## config.mk

```make
export PLATFORM = sky130hd
export DESIGN_NAME = line_position_pid_steering
export DESIGN_NICKNAME = d
export VERILOG_FILES = /design/src/rtl/lpps_pkg.sv /design/src/rtl/lpps_ring.sv /design/src/rtl/lpps_div.sv /design/src/rtl/lpps_mac.sv /design/src/rtl/line_position_pid_steering.sv
export VERILOG_INCLUDE_DIRS = /design/src /design/src/rtl
export SDC_FILE = /design/constraint.sdc
export NUM_CORES = 2
export LEC_CHECK = 0
export BUFFER_PORTS_ARGS = -buffer_cell sky130_fd_sc_hd__buf_2
export CORE_MARGIN = 4
export CORE_UTILIZATION = 44
export CTS_CLUSTER_DIAMETER = 120
export CTS_CLUSTER_SIZE = 30
export DETAILED_ROUTE_END_ITERATION = 10
export HOLD_SLACK_MARGIN = 0.08
export PLACE_DENSITY = 0.65
export SYNTH_ARGS = -nofsm -noshare
export SYNTH_HDL_FRONTEND = slang
export SYNTH_SLANG_ARGS = --single-unit
```

## constraint.sdc

```tcl
create_clock -name clk -period 10.3 [get_ports clk]
set_input_delay 0.515 -clock clk [delete_from_list [all_inputs] [get_ports clk]]
set_output_delay 0.515 -clock clk [all_outputs]
set_load 0.02 [all_outputs]
```

## src/rtl/line_position_pid_steering_macros.svh

```systemverilog
// Assertion macros shared by the steering controller modules.
`ifndef LINE_POSITION_PID_STEERING_MACROS_SVH
`define LINE_POSITION_PID_STEERING_MACROS_SVH

// The consequent must hold in the same cycle as the antecedent.
`define LPPS_ASSERT_SAME(lbl, ante, cons, msg) \
  lbl: assert property (@(posedge clk) disable iff (!rst_n) (ante) |-> (cons)) \
    else $error(msg);

// The consequent must hold in the cycle after the antecedent.
`define LPPS_ASSERT_NEXT(lbl, ante, cons, msg) \
  lbl: assert property (@(posedge clk) disable iff (!rst_n) (ante) |=> (cons)) \
    else $error(msg);

`endif

```

## src/rtl/lpps_pkg.sv

```systemverilog
// Shared constants, types and helpers of the line position steering controller.
package lpps_pkg;

  localparam int WINDOW_DEPTH = 16;

  localparam int DATA_W    = 16;
  localparam int FRAC_W    = 8;
  localparam int SLOT_W    = $clog2(WINDOW_DEPTH);
  localparam int CNT_W     = $clog2(WINDOW_DEPTH + 1);
  localparam int SUM_W     = DATA_W + $clog2(WINDOW_DEPTH);
  localparam int ITER_W    = $clog2(SUM_W);
  localparam int DERIV_W   = DATA_W + 1;
  localparam int PROD_W    = DATA_W + DERIV_W;
  localparam int ACC_W     = PROD_W + 2;
  localparam int CORR_W    = ACC_W - FRAC_W;
  localparam int EFF_W     = CORR_W + 1;
  localparam int CFG_IDX_W = 2;

  typedef enum logic [CFG_IDX_W-1:0] {
    REG_PROP_GAIN  = 2'd0,
    REG_INTEG_GAIN = 2'd1,
    REG_DERIV_GAIN = 2'd2,
    REG_BASE_SPEED = 2'd3
  } cfg_reg_t;

  typedef struct packed {
    logic rd;
    logic wr;
  } ring_req_t;

  typedef struct packed {
    logic signed [SUM_W-1:0]   sum;
    logic [CNT_W-1:0]          count;
    logic signed [DERIV_W-1:0] deriv;
  } ring_sts_t;

  typedef struct packed {
    logic                      clr;
    logic                      en;
    logic signed [DATA_W-1:0]  a;
    logic signed [DERIV_W-1:0] b;
  } mac_req_t;

  function automatic logic signed [DATA_W-1:0] sat16(input logic signed [EFF_W-1:0] x);
    logic signed [DATA_W-1:0] res;
    if (x > EFF_W'(32767)) begin
      res = 16'sh7fff;
    end else if (x < -EFF_W'(32768)) begin
      res = 16'sh8000;
    end else begin
      res = x[DATA_W-1:0];
    end
    return res;
  endfunction

endpackage

```

## src/rtl/lpps_ring.sv

```systemverilog
// Error window store: ring memory, running sum, slot pointer, fill flag and prior error.
`include "line_position_pid_steering_macros.svh"

module lpps_ring (
  input  logic                             clk,
  input  logic                             rst_n,
  input  lpps_pkg::ring_req_t              req,
  input  logic signed [lpps_pkg::DATA_W-1:0] err,
  output lpps_pkg::ring_sts_t              sts
);
  import lpps_pkg::*;

  logic signed [DATA_W-1:0]  mem [WINDOW_DEPTH];
  logic [WINDOW_DEPTH-1:0]   valid_r;
  logic signed [DATA_W-1:0]  rd_data_r;
  logic                      rd_valid_r;
  logic [SLOT_W-1:0]         slot_r;
  logic                      filled_r;
  logic signed [SUM_W-1:0]   sum_r;
  logic signed [DATA_W-1:0]  prior_r;
  logic [CNT_W-1:0]          count_r;
  logic signed [DERIV_W-1:0] deriv_r;

  logic signed [DATA_W-1:0]  old_err;
  logic signed [SUM_W-1:0]   sum_nxt;
  logic [CNT_W-1:0]          count_nxt;
  logic signed [DERIV_W-1:0] deriv_nxt;
  logic                      last_slot;

  // An entry never written since reset reads as zero through its valid bit.
  assign old_err   = rd_valid_r ? rd_data_r : '0;
  assign sum_nxt   = sum_r - SUM_W'(old_err) + SUM_W'(err);
  assign deriv_nxt = DERIV_W'(prior_r) - DERIV_W'(err);
  assign count_nxt = filled_r ? CNT_W'(WINDOW_DEPTH) : CNT_W'(slot_r) + CNT_W'(1);
  assign last_slot = (slot_r == SLOT_W'(WINDOW_DEPTH - 1));

  always_ff @(posedge clk) begin
    if (req.wr) begin
      mem[slot_r] <= err;
    end
    if (req.rd) begin
      rd_data_r <= mem[slot_r];
    end
  end

  always_ff @(posedge clk) begin
    if (!rst_n) begin
      valid_r    <= '0;
      rd_valid_r <= 1'b0;
      slot_r     <= '0;
      filled_r   <= 1'b0;
      sum_r      <= '0;
      prior_r    <= '0;
    end else begin
      if (req.rd) begin
        rd_valid_r <= valid_r[slot_r];
      end
      if (req.wr) begin
        valid_r[slot_r] <= 1'b1;
        sum_r           <= sum_nxt;
        prior_r         <= err;
        if (last_slot) begin
          slot_r   <= '0;
          filled_r <= 1'b1;
        end else begin
          slot_r <= slot_r + SLOT_W'(1);
        end
      end
    end
  end

  always_ff @(posedge clk) begin
    if (req.wr) begin
      count_r <= count_nxt;
      deriv_r <= deriv_nxt;
    end
  end

  assign sts.sum   = sum_r;
  assign sts.count = count_r;
  assign sts.deriv = deriv_r;

  // The write back must follow the read of the same slot directly.
  `LPPS_ASSERT_NEXT(a_rd_then_wr, req.rd, req.wr && !req.rd, "ring read not followed by write")

endmodule

```

## src/rtl/lpps_div.sv

```systemverilog
// Serial restoring divider for the window mean, truncating toward zero.
`include "line_position_pid_steering_macros.svh"

module lpps_div (
  input  logic                              clk,
  input  logic                              rst_n,
  input  logic                              start,
  input  logic signed [lpps_pkg::SUM_W-1:0] dividend,
  input  logic [lpps_pkg::CNT_W-1:0]        divisor,
  output logic                              done,
  output logic signed [lpps_pkg::SUM_W-1:0] quotient
);
  import lpps_pkg::*;

  logic [SUM_W-1:0]  quo_r;
  logic [CNT_W-1:0]  rem_r;
  logic [CNT_W-1:0]  divisor_r;
  logic              neg_r;
  logic [ITER_W-1:0] cnt_r;
  logic              busy_r;
  logic              done_r;

  logic [SUM_W-1:0]  magnitude;
  logic [CNT_W:0]    shifted;
  logic [CNT_W:0]    diff;
  logic              fits;

  assign magnitude = dividend[SUM_W-1] ? SUM_W'(-dividend) : dividend;
  assign shifted   = {rem_r, quo_r[SUM_W-1]};
  assign diff      = shifted - {1'b0, divisor_r};
  assign fits      = (shifted >= {1'b0, divisor_r});

  always_ff @(posedge clk) begin
    if (!rst_n) begin
      busy_r <= 1'b0;
      done_r <= 1'b0;
      cnt_r  <= '0;
    end else begin
      done_r <= 1'b0;
      if (start) begin
        busy_r <= 1'b1;
        cnt_r  <= '0;
      end else if (busy_r) begin
        cnt_r <= cnt_r + ITER_W'(1);
        if (cnt_r == ITER_W'(SUM_W - 1)) begin
          busy_r <= 1'b0;
          done_r <= 1'b1;
        end
      end
    end
  end

  always_ff @(posedge clk) begin
    if (start) begin
      quo_r     <= magnitude;
      rem_r     <= '0;
      divisor_r <= divisor;
      neg_r     <= dividend[SUM_W-1];
    end else if (busy_r) begin
      // The remainder stays below the divisor, so the difference fits CNT_W bits.
      rem_r <= fits ? diff[CNT_W-1:0] : shifted[CNT_W-1:0];
      quo_r <= {quo_r[SUM_W-2:0], fits};
    end
  end

  assign done     = done_r;
  assign quotient = neg_r ? -$signed(quo_r) : $signed(quo_r);

  `LPPS_ASSERT_SAME(a_no_restart, start, !busy_r, "divider started while busy")

endmodule

```

## src/rtl/lpps_mac.sv

```systemverilog
// Shared signed multiplier with a product register and a running accumulator.
module lpps_mac (
  input  logic                              clk,
  input  logic                              rst_n,
  input  lpps_pkg::mac_req_t                req,
  output logic signed [lpps_pkg::ACC_W-1:0] acc
);
  import lpps_pkg::*;

  logic signed [PROD_W-1:0] prod_r;
  logic                     prod_v_r;
  logic signed [ACC_W-1:0]  acc_r;
  logic signed [ACC_W-1:0]  addend;

  assign addend = prod_v_r ? ACC_W'(prod_r) : '0;

  always_ff @(posedge clk) begin
    if (req.en) begin
      prod_r <= PROD_W'($signed(req.a) * $signed(req.b));
    end
  end

  always_ff @(posedge clk) begin
    if (!rst_n) begin
      prod_v_r <= 1'b0;
      acc_r    <= '0;
    end else begin
      prod_v_r <= req.en;
      acc_r    <= req.clr ? '0 : acc_r + addend;
    end
  end

  assign acc = acc_r;

endmodule

```

## src/rtl/line_position_pid_steering.sv

```systemverilog
// Top level of the line position steering controller with a windowed integral term.
//
// Usage: one item on the in_ channel is one control tick, a line position error
// and a speed modifier. Each item yields exactly one item on the out_ channel with
// the left and right motor efforts, saturated to 16 bits.
// Gains and base speed are written through the cfg_ port while the block is idle.
// Each item takes a single read-modify-write of the error ring, then the serial mean
// divider, which makes one quotient bit per cycle, then the shared multiplier, which
// forms and sums the proportional, integral and derivative products in turn. A new
// item is taken only once the previous result has been loaded into the output register.
// in_ready is high whenever no item is in flight, also while a result waits.
// If the receiver stalls, the finished result is held in the output register
// and the next item still runs; its result waits until the register is free.
// Reset clears the control and configuration registers, the window sum and the
// per-entry valid bits, so the ring reads as zero at once; no clearing pass is needed.
`include "line_position_pid_steering_macros.svh"

module line_position_pid_steering (
  input  logic                                clk,
  input  logic                                rst_n,
  input  logic                                in_valid,
  output logic                                in_ready,
  input  logic signed [lpps_pkg::DATA_W-1:0]  in_line_position,
  input  logic signed [lpps_pkg::DATA_W-1:0]  in_speed_modifier,
  output logic                                out_valid,
  input  logic                                out_ready,
  output logic signed [lpps_pkg::DATA_W-1:0]  out_left_effort,
  output logic signed [lpps_pkg::DATA_W-1:0]  out_right_effort,
  input  logic                                cfg_we,
  input  logic [lpps_pkg::CFG_IDX_W-1:0]      cfg_index,
  input  logic [lpps_pkg::DATA_W-1:0]         cfg_wdata
);
  import lpps_pkg::*;

  typedef enum logic [8:0] {
    ST_IDLE  = 9'b000000001,
    ST_UPD   = 9'b000000010,
    ST_DST   = 9'b000000100,
    ST_DIV   = 9'b000001000,
    ST_MP    = 9'b000010000,
    ST_MI    = 9'b000100000,
    ST_MD    = 9'b001000000,
    ST_FLUSH = 9'b010000000,
    ST_FIN   = 9'b100000000
  } state_t;

  state_t state_r, state_nxt;

  logic signed [DATA_W-1:0] prop_gain_r;
  logic signed [DATA_W-1:0] integ_gain_r;
  logic signed [DATA_W-1:0] deriv_gain_r;
  logic signed [DATA_W-1:0] base_speed_r;
  logic signed [DATA_W-1:0] err_r;
  logic signed [DATA_W-1:0] mod_r;
  logic                     out_valid_r;
  logic signed [DATA_W-1:0] left_r;
  logic signed [DATA_W-1:0] right_r;

  logic                     accept;
  logic                     out_free;
  ring_req_t                ring_req;
  ring_sts_t                ring_sts;
  mac_req_t                 mac_req;
  logic                     div_start;
  logic                     div_done;
  logic signed [SUM_W-1:0]  div_q;
  logic signed [DATA_W-1:0] mean;
  logic signed [ACC_W-1:0]  acc;

  logic signed [CORR_W-1:0]  corr;
  logic signed [DERIV_W-1:0] base;
  logic signed [EFF_W-1:0]   left_full;
  logic signed [EFF_W-1:0]   right_full;

  assign in_ready = (state_r == ST_IDLE);
  assign accept   = in_valid && in_ready;
  assign out_free = !out_valid_r || out_ready;

  // Configuration registers.
  always_ff @(posedge clk) begin
    if (!rst_n) begin
      prop_gain_r  <= '0;
      integ_gain_r <= '0;
      deriv_gain_r <= '0;
      base_speed_r <= '0;
    end else if (cfg_we) begin
      case (cfg_reg_t'(cfg_index))
        REG_PROP_GAIN:  prop_gain_r  <= cfg_wdata;
        REG_INTEG_GAIN: integ_gain_r <= cfg_wdata;
        REG_DERIV_GAIN: deriv_gain_r <= cfg_wdata;
        REG_BASE_SPEED: base_speed_r <= cfg_wdata;
        default: ;
      endcase
    end
  end

  always_ff @(posedge clk) begin
    if (accept) begin
      err_r <= in_line_position;
      mod_r <= in_speed_modifier;
    end
  end

  // One item at a time: the ring write of an item lands before the next read,
  // so the same slot is never read and written in overlapping accesses.
  assign ring_req.rd = accept;
  assign ring_req.wr = (state_r == ST_UPD);

  lpps_ring u_ring (
    .clk   (clk),
    .rst_n (rst_n),
    .req   (ring_req),
    .err   (err_r),
    .sts   (ring_sts)
  );

  assign div_start = (state_r == ST_DST);

  lpps_div u_div (
    .clk      (clk),
    .rst_n    (rst_n),
    .start    (div_start),
    .dividend (ring_sts.sum),
    .divisor  (ring_sts.count),
    .done     (div_done),
    .quotient (div_q)
  );

  assign mean = div_q[DATA_W-1:0];

  always_comb begin
    mac_req.clr = 1'b0;
    mac_req.en  = 1'b0;
    mac_req.a   = prop_gain_r;
    mac_req.b   = DERIV_W'(err_r);
    case (state_r)
      ST_MP: begin
        mac_req.clr = 1'b1;
        mac_req.en  = 1'b1;
      end
      ST_MI: begin
        mac_req.en = 1'b1;
        mac_req.a  = integ_gain_r;
        mac_req.b  = DERIV_W'(mean);
      end
      ST_MD: begin
        mac_req.en = 1'b1;
        mac_req.a  = deriv_gain_r;
        mac_req.b  = ring_sts.deriv;
      end
      default: ;
    endcase
  end

  lpps_mac u_mac (
    .clk   (clk),
    .rst_n (rst_n),
    .req   (mac_req),
    .acc   (acc)
  );

  // The arithmetic shift floors the Q27.8 sum toward minus infinity.
  assign corr       = CORR_W'(acc >>> FRAC_W);
  assign base       = DERIV_W'(base_speed_r) - DERIV_W'(mod_r);
  assign left_full  = (err_r < 0) ? EFF_W'(base) - EFF_W'(corr) : EFF_W'(base);
  assign right_full = (err_r > 0) ? EFF_W'(base) + EFF_W'(corr) : EFF_W'(base);

  always_comb begin
    state_nxt = state_r;
    case (state_r)
      ST_IDLE:  if (accept) state_nxt = ST_UPD;
      ST_UPD:   state_nxt = ST_DST;
      ST_DST:   state_nxt = ST_DIV;
      ST_DIV:   if (div_done) state_nxt = ST_MP;
      ST_MP:    state_nxt = ST_MI;
      ST_MI:    state_nxt = ST_MD;
      ST_MD:    state_nxt = ST_FLUSH;
      ST_FLUSH: state_nxt = ST_FIN;
      ST_FIN:   if (out_free) state_nxt = ST_IDLE;
      default:  state_nxt = ST_IDLE;
    endcase
  end

  always_ff @(posedge clk) begin
    if (!rst_n) begin
      state_r     <= ST_IDLE;
      out_valid_r <= 1'b0;
    end else begin
      state_r <= state_nxt;
      if ((state_r == ST_FIN) && out_free) begin
        out_valid_r <= 1'b1;
      end else if (out_ready) begin
        out_valid_r <= 1'b0;
      end
    end
  end

  always_ff @(posedge clk) begin
    if ((state_r == ST_FIN) && out_free) begin
      left_r  <= sat16(left_full);
      right_r <= sat16(right_full);
    end
  end

  assign out_valid        = out_valid_r;
  assign out_left_effort  = left_r;
  assign out_right_effort = right_r;

  `LPPS_ASSERT_NEXT(a_accept_to_upd, accept, state_r == ST_UPD, "accepted item did not start update")
  `LPPS_ASSERT_SAME(a_div_done_in_div, div_done, state_r == ST_DIV, "divider finished outside wait")
  `LPPS_ASSERT_NEXT(a_fin_loads_out, (state_r == ST_FIN) && out_free, out_valid_r && (state_r == ST_IDLE), "result not loaded")

endmodule
```

==> results_dict.tcl <==
set metrics [dict create \
    clock_sinks 597 \
    nets 4579 \
    cp.arrival_ns 10.09 \
    crit_family "adder cells" \
    pwr-share-seq 0.481 \
    synth_nets 4512 \
    ys_types 97 \
    setup_slack_ns 0.5961 \
    synth_edf_count 417 \
    critical_path_class "flop to flop" \
    drv_slew 0 \
    synth_warnings 0 \
    dieArea_sq_um 98930 \
    worstMarginPinSlew_ns 1.170 \
    status "complete, no violations" \
    p_leak_nw 18.08 \
    power.density_nw_per_um2 127.6 \
    clkTransAtPathRegs_ns 0.12 \
    finalHoldViolations 0 \
    clock_path_buffers 3 \
    max_freq_mhz 103.1 \
    switching_share 0.3244 \
    die-height_um 314.5 \
    layout-drive-gt1-share 0.09386 \
    p_comb_frac 0.284 \
    synth_flop_cell "edfxtp_1" \
    cts_tree "built" \
    p_switching_mw 1.844 \
    start_util 0.4430 \
    drc_errors 0 \
    grt-ovfl-total 0 \
    grt_pass1_wl_um 161100 \
    insertion_delay_ns 0.66 \
    firstDrtPassIters 7 \
    hold_ws_ns 0.1821 \
    fin_tns_setup_ns 0 \
    cts_inserted_buffers 26 \
    synthCells 3919 \
    place_area_sq_um 43350 \
    critPathCaptureType "flop" \
    grt_max_degree 92 \
    ys_seq_area_frac 0.3900 \
    utilization 0.4775 \
    die-width_um 314.5 \
    num_vias 28380 \
    final_area_sq_um 44560 \
    hpwl_um 76680 \
    peakVddDrop_mv 0.1570 \
    antenna_left 0 \
    cpMostUsedCell "fa_1" \
    intPower_mw 3.840 \
    cap_violations 0 \
    cts_setup_buffers 0 \
    critPathLaunchType "flop" \
    rsz0062_at_grt "no" \
    max_stage_delay_ns 0.77 \
    slew_headroom 0.2169 \
    io_buffers 88 \
    grt_util_all_layers 0.2067 \
    ys_ff_latch 597 \
    wirelength_um 101600 \
    avgSynthCellArea_sq_um 10.55 \
    async_reset_ff_frac 0 \
    pwr-share-clk 0.234 \
    cts-root-buf "clkbuf_16" \
    h-tree-depth 1 \
    globalplace.congestion 0.8969 \
    skew_ns 0.04806 \
    min_path_type "input port to flop" \
    critPathMaxFanout 29 \
    synth_area_sq_um 41340 \
    crit_slowest_cell "nor4b_1" \
    crit_required_ns 10.69 \
    setup_viol 0 \
    cp_num_buf_inv 6 \
    antenna_found_initial 1 \
    grt_pass1_vias 28740 \
    fin_crit_ns 9.704 \
    r2r_slack_ns 0.60 \
    routed_via_density 5.395 \
    rows 112 \
    drt_iter0_markers 2128 \
    pre_cts_ws_ns 0.6832 \
    core_sq_um 93330 \
    fin_crit_sh 0.9421 \
    wl_per_cell_um 19.31 \
    design.portCount 89 \
    syn2layout_area_growth_pct 7.787 \
]
## power by group through the flow
stage | sequential [mW] | combinational (mW) | clock, mW
2_1_floorplan | 2.78 | 1.19 | 0
3_3_place_gp | 2.79 | 1.58 | 0
6_report | 2.74 | 1.62 | 1.33
3_5_place_dp | 2.79 | 1.60 | 0
4_1_cts | 2.74 | 1.62 | 1.37
5_1_grt | 2.75 | 1.82 | 1.46
## worst min-delay path: stages
cell and delay, ns:
buf_2 0.14, nand2_1 0.06, a21boi_0 0.06
## cell usage in the layout, fill, tap and decap left out, drive strengths merged, types with 41 or more instances in the layout
cell type / instances
nand2: 448
a21boi: 99
nor3: 44
dfxtp: 180
buf: 156
xor2: 52
and2: 83
nand2b: 41
a21o: 47
inv: 515
nor2: 360
o21a: 49
mux4: 85
ha: 237
xnor2: 114
fa: 301
o21ai: 166
edfxtp: 417
a21oi: 140
## state kept, by name, indices dropped and copies added (netlist names), 17 cells and up
name / flops
u_ring.mem: 256
u_mac.acc: 35
u_mac.prod_r: 33
u_div.quo_r: 20
u_ring.sum_r: 20
u_ring.deriv_r: 17
## layout make-up
class,instances,area [sq um]
clock inverters,9,160.2
inverters,512,1922
multi-input cells,2661,22770
repair buffers,188,1274
flip-flops and latches,597,16130
clock buffers,39,730.7
fillers,8619,48770
well taps,1254,1569
diodes,1,2.502
## per-layer routing
metal  wire, um  global-route usage  up-vias
met4       3337             0.05933        2
li1           -                   -    13460
met1      42990              0.2672    14060
met2      50900              0.3699      682
met3       4320             0.01995      177
met5         17                   0        -
## per-stage QoR
step / power (mW) / instances
floorplan: 3.978 / 3919
global placement: 4.370 / 5180
detailed placement: 4.392 / 5180
CTS: 5.727 / 5260
global route: 6.024 / 5260
finish: 5.684 / 5261
## kinds of logic (layout without fill, tap and decap cells)
logic type | Yosys count | count (layout) | share of synthesized area
fa+ha+maj | 538 | 538 | 0.2175
flops | 597 | 597 | 0.3900
mux | 112 | 112 | 0.05290
compound gates | 700 | 700 | 0.1191
simple gates | 1145 | 1145 | 0.1241
other cells | 0 | 1 | 0
buf+inv | 661 | 748 | 0.06104
xor+xnor | 166 | 166 | 0.03535
## what timing repair did
item,4_1_cts,5_1_grt
gates resized for setup,0,0
endpoints found under the hold margin,32,0
hold buffers,32,0
## cells in the mapped netlist, types with 14 or more instances
master	number	share of area
inv_1	507	0.046
nand2_1	448	0.041
edfxtp_1	417	0.30
nor2_1	360	0.033
fa_1	301	0.15
ha_1	237	0.072
dfxtp_1	180	0.087
a21oi_1	138	0.017
o21ai_0	128	0.015
clkbuf_1	124	0.011
xnor2_1	114	0.024
a21boi_0	99	0.018
mux4_2	85	0.046
and2_1	83	0.013
xor2_1	51	0.011
a21o_1	47	0.0085
o21a_1	47	0.0085
nor3_1	43	0.0052
nand2b_1	41	0.0062
nand3_1	33	0.0040
nor2b_1	32	0.0048
mux2i_1	25	0.0061
o21ai_2	21	0.0044
o21bai_1	21	0.0038
or3_1	21	0.0032
a221o_1	19	0.0046
o21ai_1	17	0.0021
a221oi_1	16	0.0034
a211oi_1	15	0.0027
or2_2	14	0.0021
## worst paths after layout
| path | endpoint | startpoint | cells past startpoint |
|---|---|---|---|
| min reg2reg | u_div.divisor_r[4] | u_ring.count_r[4] | 0 |
| min | integ_gain_r[0] | cfg_wdata[0] | 3 |
| max | u_mac.prod_r[32] | state_r[1] | 31 |
| max reg2reg | u_mac.prod_r[32] | state_r[1] | 31 |
Power figures use the tool's default switching activity.
